### src/cat_pkg.sv
// ---------------------------------------------------------------------------
// cat_pkg - shared types and constants for the CORDIC atan2 pipeline
// Datapath widths, the vector bundle carried between stages, and the
// arctangent step table (8192 = pi/2).
// ---------------------------------------------------------------------------
`default_nettype none

package cat_pkg;

	localparam int InW  = 16;  // input component width
	localparam int XyW  = 19;  // internal x/y width, covers CORDIC gain
	localparam int ZW   = 16;  // angle accumulator width
	localparam int AngW = 15;  // output angle width
	localparam int TableLen = 13;

	localparam logic signed [ZW-1:0] QUARTER_TURN = 16'sd8192;

	localparam logic signed [ZW-1:0] ATAN_TABLE [0:TableLen-1] = '{
		16'sd4096, 16'sd2418, 16'sd1278, 16'sd649, 16'sd326, 16'sd163, 16'sd81,
		16'sd41, 16'sd20, 16'sd10, 16'sd5, 16'sd3, 16'sd1
	};

	typedef struct packed {
		logic signed [XyW-1:0] x;
		logic signed [XyW-1:0] y;
		logic signed [ZW-1:0]  z;
	} cat_vec_t;

endpackage

`default_nettype wire

### src/cordic_atan2_angle.sv
// ---------------------------------------------------------------------------
// cordic_atan2_angle - four-quadrant angle of a 16-bit vector by CORDIC
// Pre-rotation stage for x < 0, then one register stage per micro-rotation.
// ---------------------------------------------------------------------------
//
//  channel  | dir | width | content (low bit first)
//  ---------+-----+-------+--------------------------------------------
//  s_axis   | in  | 32    | y_in[15:0], x_in[31:16], signed
//  m_axis   | out | 16    | angle[14:0] signed (16384 = pi), bit 15 zero
//
//  One quarter-turn pre-rotation stage and one stage per micro-rotation.
//  One request enters per cycle while the first stage has room.
//  Each stage holds its own valid bit and frees itself when empty or when the
//  next stage takes its content, so bubbles close up under a stall.
//  arst_n clears all valid bits at once; datapath registers are not reset.
//  The output register is the last stage; a held result does not stop intake
//  while earlier stages have room.
// ---------------------------------------------------------------------------
`default_nettype none

module cordic_atan2_angle #(
	parameter int ITERATIONS = 13  // 1..13 micro-rotations
) (
	input  wire         clk,
	input  wire         arst_n,
	input  wire         s_axis_tvalid,
	output logic        s_axis_tready,
	input  wire  [31:0] s_axis_tdata,   // y_in[15:0], x_in[31:16]
	output logic        m_axis_tvalid,
	input  wire         m_axis_tready,
	output logic [15:0] m_axis_tdata    // angle[14:0], zero pad [15]
);
	import cat_pkg::*;

	logic signed [InW-1:0] y_in;
	logic signed [InW-1:0] x_in;
	logic signed [XyW-1:0] y_ext;
	logic signed [XyW-1:0] x_ext;
	cat_vec_t              pre_vec;

	logic                  pre_vld_s0;
	cat_vec_t              pre_vec_s0;
	logic                  pre_rdy;

	// chain links: index 0 is the pre-rotation output, ITERATIONS the last stage
	logic     chain_vld [0:ITERATIONS];
	logic     chain_rdy [0:ITERATIONS];
	cat_vec_t chain_vec [0:ITERATIONS];

	assign y_in  = s_axis_tdata[InW-1:0];
	assign x_in  = s_axis_tdata[2*InW-1:InW];
	assign y_ext = XyW'(y_in);
	assign x_ext = XyW'(x_in);

	// quarter turn for the left half plane; y == 0 goes the negative way
	always_comb begin
		if (x_in < 0) begin
			if (y_in > 0) begin
				pre_vec.x = y_ext;
				pre_vec.y = -x_ext;
				pre_vec.z = QUARTER_TURN;
			end else begin
				pre_vec.x = -y_ext;
				pre_vec.y = x_ext;
				pre_vec.z = -QUARTER_TURN;
			end
		end else begin
			pre_vec.x = x_ext;
			pre_vec.y = y_ext;
			pre_vec.z = '0;
		end
	end

	assign pre_rdy       = !pre_vld_s0 || chain_rdy[0];
	assign s_axis_tready = pre_rdy;

	always_ff @(posedge clk or negedge arst_n) begin
		if (!arst_n) begin
			pre_vld_s0 <= 1'b0;
		end else if (pre_rdy) begin
			pre_vld_s0 <= s_axis_tvalid;
		end
	end

	always_ff @(posedge clk) begin
		if (pre_rdy && s_axis_tvalid) begin
			pre_vec_s0 <= pre_vec;
		end
	end

	assign chain_vld[0] = pre_vld_s0;
	assign chain_vec[0] = pre_vec_s0;

	// micro-rotation stages, shift amount equals the step number
	for (genvar i = 0; i < ITERATIONS; i++) begin : g_rot
		cat_stage #(
			.SHIFT (i)
		) u_stage (
			.clk     (clk),
			.arst_n  (arst_n),
			.in_vld  (chain_vld[i]),
			.in_rdy  (chain_rdy[i]),
			.in_vec  (chain_vec[i]),
			.out_vld (chain_vld[i+1]),
			.out_rdy (chain_rdy[i+1]),
			.out_vec (chain_vec[i+1])
		);
	end

	assign chain_rdy[ITERATIONS] = m_axis_tready;

	// angle wraps modulo 32768: keep the low 15 bits
	assign m_axis_tvalid = chain_vld[ITERATIONS];
	assign m_axis_tdata  = {1'b0, chain_vec[ITERATIONS].z[AngW-1:0]};

endmodule

`default_nettype wire

### src/cat_stage.sv
// ---------------------------------------------------------------------------
// cat_stage - one CORDIC vectoring micro-rotation with its pipeline register
// Drives y toward zero by a shift of SHIFT bits and accumulates the step
// angle; registered output with valid and per-stage ready.
// ---------------------------------------------------------------------------
`default_nettype none

module cat_stage #(
	parameter int SHIFT = 0
) (
	input  wire               clk,
	input  wire               arst_n,
	input  wire               in_vld,
	output logic              in_rdy,
	input  cat_pkg::cat_vec_t in_vec,
	output logic              out_vld,
	input  wire               out_rdy,
	output cat_pkg::cat_vec_t out_vec
);
	import cat_pkg::*;

	logic                  vld_si;
	cat_vec_t              vec_si;
	cat_vec_t              nxt_vec;
	logic signed [XyW-1:0] xs;
	logic signed [XyW-1:0] ys;

	// stage slot frees when empty or when its content moves on
	assign in_rdy = !vld_si || out_rdy;

	always_comb begin
		xs = in_vec.x >>> SHIFT;
		ys = in_vec.y >>> SHIFT;
		if (in_vec.y < 0) begin
			nxt_vec.x = in_vec.x - ys;
			nxt_vec.y = in_vec.y + xs;
			nxt_vec.z = in_vec.z - ATAN_TABLE[SHIFT];
		end else begin
			nxt_vec.x = in_vec.x + ys;
			nxt_vec.y = in_vec.y - xs;
			nxt_vec.z = in_vec.z + ATAN_TABLE[SHIFT];
		end
	end

	always_ff @(posedge clk or negedge arst_n) begin
		if (!arst_n) begin
			vld_si <= 1'b0;
		end else if (in_rdy) begin
			vld_si <= in_vld;
		end
	end

	always_ff @(posedge clk) begin
		if (in_rdy && in_vld) begin
			vec_si <= nxt_vec;
		end
	end

	assign out_vld = vld_si;
	assign out_vec = vec_si;

endmodule

`default_nettype wire

### config.mk
export PLATFORM = sky130hd
export DESIGN_NAME = cordic_atan2_angle
export DESIGN_NICKNAME = d
export VERILOG_FILES = /design/src/cat_pkg.sv /design/src/cordic_atan2_angle.sv /design/src/cat_stage.sv
export SDC_FILE = /design/constraint.sdc
export NUM_CORES = 2
export LEC_CHECK = 0
export BUFFER_PORTS_ARGS = -buffer_cell sky130_fd_sc_hd__buf_2
export CORE_UTILIZATION = 26
export DETAILED_ROUTE_END_ITERATION = 10
export GPL_ROUTABILITY_DRIVEN = 0
export HOLD_SLACK_MARGIN = 0.02
export REMOVE_ABC_BUFFERS = 1
export SETUP_SLACK_MARGIN = 0.5
export SYNTH_ARGS = -nofsm -noshare
export SYNTH_HDL_FRONTEND = slang
export SYNTH_SLANG_ARGS = --single-unit
### constraint.sdc
create_clock -name clk -period 5.3 [get_ports clk]
set_input_delay 1.06 -clock clk [delete_from_list [all_inputs] [get_ports clk]]
set_output_delay 1.06 -clock clk [all_outputs]
set_load 0.01 [all_outputs]
# --- After elaboration in Yosys (flattened, before gate mapping) ---
# Index checks and enable logic that the tools add are counted.
totals:
  wordCells: 200
  inputBits: 36
  out_inout_bits: 18
  reg_bits: 711
classes:
  muxes: 15
  addsub: 75
  order_cmp: 15
  n_reduce_logical: 42
op_table:
  columns: ["operator", "n"]
  rows:
  - ["$mux W54", 14]
  - ["$lt A19 B1 Y1 const B", 13]
  - ["$add A19 B10 Y19", 2]
  - ["$add A19 B11 Y19", 2]
  - ["$add A19 B12 Y19", 2]
  - ["$add A19 B13 Y19", 2]
  - ["$add A19 B14 Y19", 2]
  - ["$add A19 B15 Y19", 2]
  - ["$add A19 B16 Y19", 2]
  - ["$add A19 B17 Y19", 2]
  - ["$add A19 B18 Y19", 2]
  - ["$add A19 B8 Y19", 2]
  - ["$add A19 B9 Y19", 2]
  - ["$neg A16 Y19", 2]
  - ["$sub A19 B10 Y19", 2]
  - ["$sub A19 B11 Y19", 2]
  - ["$sub A19 B12 Y19", 2]
  - ["$sub A19 B13 Y19", 2]
  - ["$sub A19 B14 Y19", 2]
  - ["$sub A19 B15 Y19", 2]
  - ["$sub A19 B16 Y19", 2]
  - ["$sub A19 B17 Y19", 2]
  - ["$sub A19 B18 Y19", 2]
  - ["$sub A19 B19 Y19", 2]
  - ["35 further kinds", 76]

# --- Logic depth before layout (Yosys ltp) ---
logic_depth:
  ltp_word: 16
  ltp_mapped: 15
  depth_no_buf: 15

# --- Modules after synthesis ---
# Synthesis repeated with hierarchy kept, for this count alone.
unflattened:
  hier_cells: 6556
  area_unflattened_um2: 63340.7
by_module_without_submodules:
  columns: ["mod", "cells_each", "instances", "seq_area_each_um2", "area_per_inst_um2"]
  rows:
  - ["cat_stage at g_rot[3].u_stage", 508, 1, 1646.6, 4918.5]
  - ["cat_stage at g_rot[2].u_stage", 517, 1, 1646.6, 4889.7]
  - ["cat_stage at g_rot[6].u_stage", 498, 1, 1646.6, 4812.1]
  - ["cat_stage at g_rot[1].u_stage", 495, 1, 1646.6, 4788.3]
  - ["cat_stage at g_rot[7].u_stage", 489, 1, 1646.6, 4720.8]
  - ["cat_stage at g_rot[11].u_stage", 510, 1, 1646.6, 4715.8]
  - ["cat_stage at g_rot[12].u_stage", 488, 1, 1646.6, 4699.5]
  - ["cat_stage at g_rot[4].u_stage", 485, 1, 1646.6, 4692.0]
  - ["cat_stage at g_rot[9].u_stage", 471, 1, 1646.6, 4647.0]
  - ["cat_stage at g_rot[10].u_stage", 485, 1, 1646.6, 4628.2]
  - ["cat_stage at g_rot[0].u_stage", 490, 1, 1616.6, 4606.9]
  - ["cat_stage at g_rot[5].u_stage", 461, 1, 1646.6, 4530.6]
  - ["cat_stage at g_rot[8].u_stage", 431, 1, 1646.6, 4371.7]
  - ["cordic_atan2_angle", 228, 1, 1226.2, 2319.7]

# --- Worst setup path after synthesis ---
# Ideal clock, no wire load.
synth_path:
  path_type: "input-to-reg"
  start: "in m_axis_tready"
  end: "reg g_rot[6].u_stage.vec_si (netlist bit g_rot[6].u_stage.out_vec[10]) (enable)"
  t_required_ps: 4807
  n_path_buf: 0
  setup_slack_ps: 832
  t_arrival_ps: 3975
  cell_stages: 3
  path_cell_list: "nand4b_1 nor2_1 a31oi_1"
synth_via:
  elab_chain_len: 8
synth_rtl:
  columns: ["element", "line", "rtl"]
  rows:
  - ["from (decl)", "cordic_atan2_angle.sv:30", "input wire m_axis_tready,"]
  - ["$logic_or A1 B1 Y1 (7 in series)", "cat_stage.sv:29", "assign in_rdy = !vld_si || out_rdy;"]
  - ["$logic_and A1 B1 Y1", "cat_stage.sv:54", "if (in_rdy && in_vld) begin"]
  - ["to (signal assigned)", "cat_stage.sv:55", "vec_si <= nxt_vec;"]
  - ["to (decl)", "cat_stage.sv:23", "cat_vec_t vec_si;"]
# No other way between the ends.
# A chain may end at the register's enable or synchronous reset.

==> results by group <==
Yosys
  – Post-synth top area share: 35.7%
  – Top post-synthesis cells by count: edfxtp_1, ha_1, nor2_1
  – Avg Inst Size Synth: 9.64 um2
  – Top FF cell, synth: edfxtp_1
  – Most common cell in the netlist: edfxtp_1
  – Synth Register Bits: 620
  – Mapped Area: about 51000 um2
  – Yosys warns: 0
  – Synth area leaders: edfxtp_1, ha_1, xnor2_1
  – Cells after synthesis: 5290
  – Netlist cell types: 83
  – Sequential share of the synthesized area: 36.4%
  – EDFF count, synth: 606
  – Area leader, netlist: edfxtp_1
  – Async SR Flop Fraction: 2.26%

Setup path
  – Kind of critical path: reg2reg
  – Worst Setup SP: g_rot[1].u_stage.out_vec[34]
  – Reg2reg start: g_rot[1].u_stage.out_vec[34]
  – Crit. End Element: flip-flop
  – CP arrival: 4660 ps
  – Crit path max fanout: 13
  – Worst EP required: approximately 5700 ps
  – CP startpoint kind: flip-flop

Timing
  – Final Critical Period: 4260 ps
  – Final setup viols: 0
  – Unrepaired setup endpoints after global routing: false
  – Final period utilization: 80.4%
  – Slew Limit Fails: 0
  – Hold Fails Final Rpt: 0
  – Worst Clk Skew: 34.2 ps
  – F_max: 235 MHz
  – Worst-Margin Slew: 1150 ps
  – Slew HR: a little over a fifth
  – TNS Setup: 0 ps

Routing
  – Via-to-Cell Ratio: approximately 4.8
  – Drt drc: 0
  – Routed vias: 38578
  – Post-route ant nets: 0
  – Drt first pass iters: 6
  – 1st-iter DRT viols: 2196
  – Final WL: ~110000 um
  – Avg WL per Cell: 14.1 um

CTS
  – Worst skew pair latency: 670 ps
  – Clock-pin slew on the worst setup and hold paths: 60 ps
  – CTS root buf: clkbuf_16
  – CTS tree: done
  – TritonCTS Buffers: 73
  – Clk buf depth: 3
  – Setup bufs post-CTS: 0
  – Hold_buf cts: 0
  – Post-CTS Resized: 0
  – CTS H-tree depth: 3
  – TritonCTS Sinks: just over 600

Floorplanning
  – Cell Rows: 162
  – Die Y: 445 um
  – Total core area: 195000 um2
  – Die ar.: just under 200000 um2
  – I/O Pins: 54
  – Die Span X: 445 um
  – Starting Density: between 20% and 30%

Final layout
  – Fraction of layout instances using a drive strength above 1: 4.67%
  – Syn-to-layout area delta: 11.1%
  – Fin nets: 6017
  – Util after Layout: 29.1%
  – FILL cells: 20270

Placement
  – IO buf count: 51
  – DP Wirelength: roughly 90000 um

GRT
  – Global-route wire length before repair: 188000 um
  – Initial antenna violation count: 4
  – Total GRT Usage: around 11%
  – Maximum number of pins on one net before global-route repair: 65
  – Overflow after GRT: 0
  – Vias in the first global route: between 30000 and 40000

Run
  – Maxcap violations: 0

Min path
  – Worst hold path type: in2async

Outcome
  – Outcome: finished, final reports clean
## logic make-up after synthesis
logic type	count (synthesis)	synth area share [%]
adders and majority gates	634	16.0
other	2	0.0147
AOI/OAI and AO/OA	1431	17.8
DFF	620	36.4
muxes	43	0.885
xor gates and xnor gates	691	11.9
and+or+nand+nor	1449	13.8
buffers and inverters	420	3.30
## state kept, by name, summed over array words and instances (netlist names)
name / flops
chain_vec: 40
pre_vld_s0: 1
g_rot.u_stage.out_vld: 13
g_rot.u_stage.out_vec: 566
## metrics by stage
step / cells / area [um2] / hold slack, ps / setup WS (ps)
6_report: 8029 / 56700 / 343 / 1040
5_1_grt: 8029 / 56700 / 342 / 721
4_1_cts: 8025 / 56600 / 326 / 1000
3_5_place_dp: 7896 / 54400 / 439 / 1020
3_3_place_gp: 7896 / 54400 / 438 / 1070
2_1_floorplan: 5189 / 50500 / 400 / 832
## per-layer routing
metal | GRT usage [%] | vias to the layer above | part of all wire (%)
li1 | - | 19541 | -
met1 | 13.6 | 18099 | 44
met2 | 20.1 | 721 | 49
met3 | 1.70 | 217 | 3.7
met4 | 3.61 | 0 | 3.1
met5 | 0 | - | 0
## layout by cell type, fill, tap and decap left out, drive strengths merged, types with 20 or more instances in the layout
master	Yosys	final
fa	29	29
or4	30	30
nand4	24	24
edfxtp	606	606
o21a	102	102
o21bai	53	53
and3	59	59
o31ai	35	35
a211oi	49	49
a21o	155	155
xnor2	432	432
ha	605	605
buf	37	83
a211o	22	22
o41ai	20	20
or3	39	39
nor2b	56	56
inv	315	318
o21ai	253	253
a2111oi	21	21
o211ai	22	22
clkinv	2	32
nor2	501	501
a31oi	53	53
nor4	42	42
clkbuf	66	89
xor2	259	259
nand3	80	80
nand2	260	260
nor3	160	160
nor3b	20	20
or2	20	20
and2	28	28
mux2i	26	26
nand2b	83	83
a21oi	491	491
## critical path, stage by stage (launching register included)
cell and delay (ps):
edfxtp_1 720, mux2_2 430, fa_1 450, a211oi_1 320, o21ai_0 220, a2111oi_0 740, o311ai_0 440, a221oi_1 410
o21bai_1 110, xor2_1 150
## final timing paths
check	to	slack, ps	cells past startpoint
max	g_rot[2].u_stage.out_vec[34]	1040	9
min	g_rot[11].u_stage.out_vld	340	1
max reg2reg	g_rot[2].u_stage.out_vec[34]	1040	9
min reg2reg	g_rot[8].u_stage.out_vec[1]	450	0
max in group asynchronous	g_rot[9].u_stage.out_vld	4640	1
min in group clk	g_rot[8].u_stage.out_vec[1]	450	0
## layout make-up
cell class / count / area (um2) / area share, %
Sequential cell: 620 / 18500 / 32.7
Timing Repair Buffer: 83 / 495 / 0.874
Clock inverter: 40 / 388 / 0.685
Tap cell: 2624 / 3280 / 5.79
Multi-Input combinational cell: 4252 / 30800 / 54.4
Inverter: 317 / 1190 / 2.10
Antenna cell: 4 / 10.0 / 0.0177
Clock buffer: 89 / 1900 / 3.35
Power is left out: the tool's default activity adds up to more than one toggle a clock period on the data nets, which glitch-free logic cannot reach.
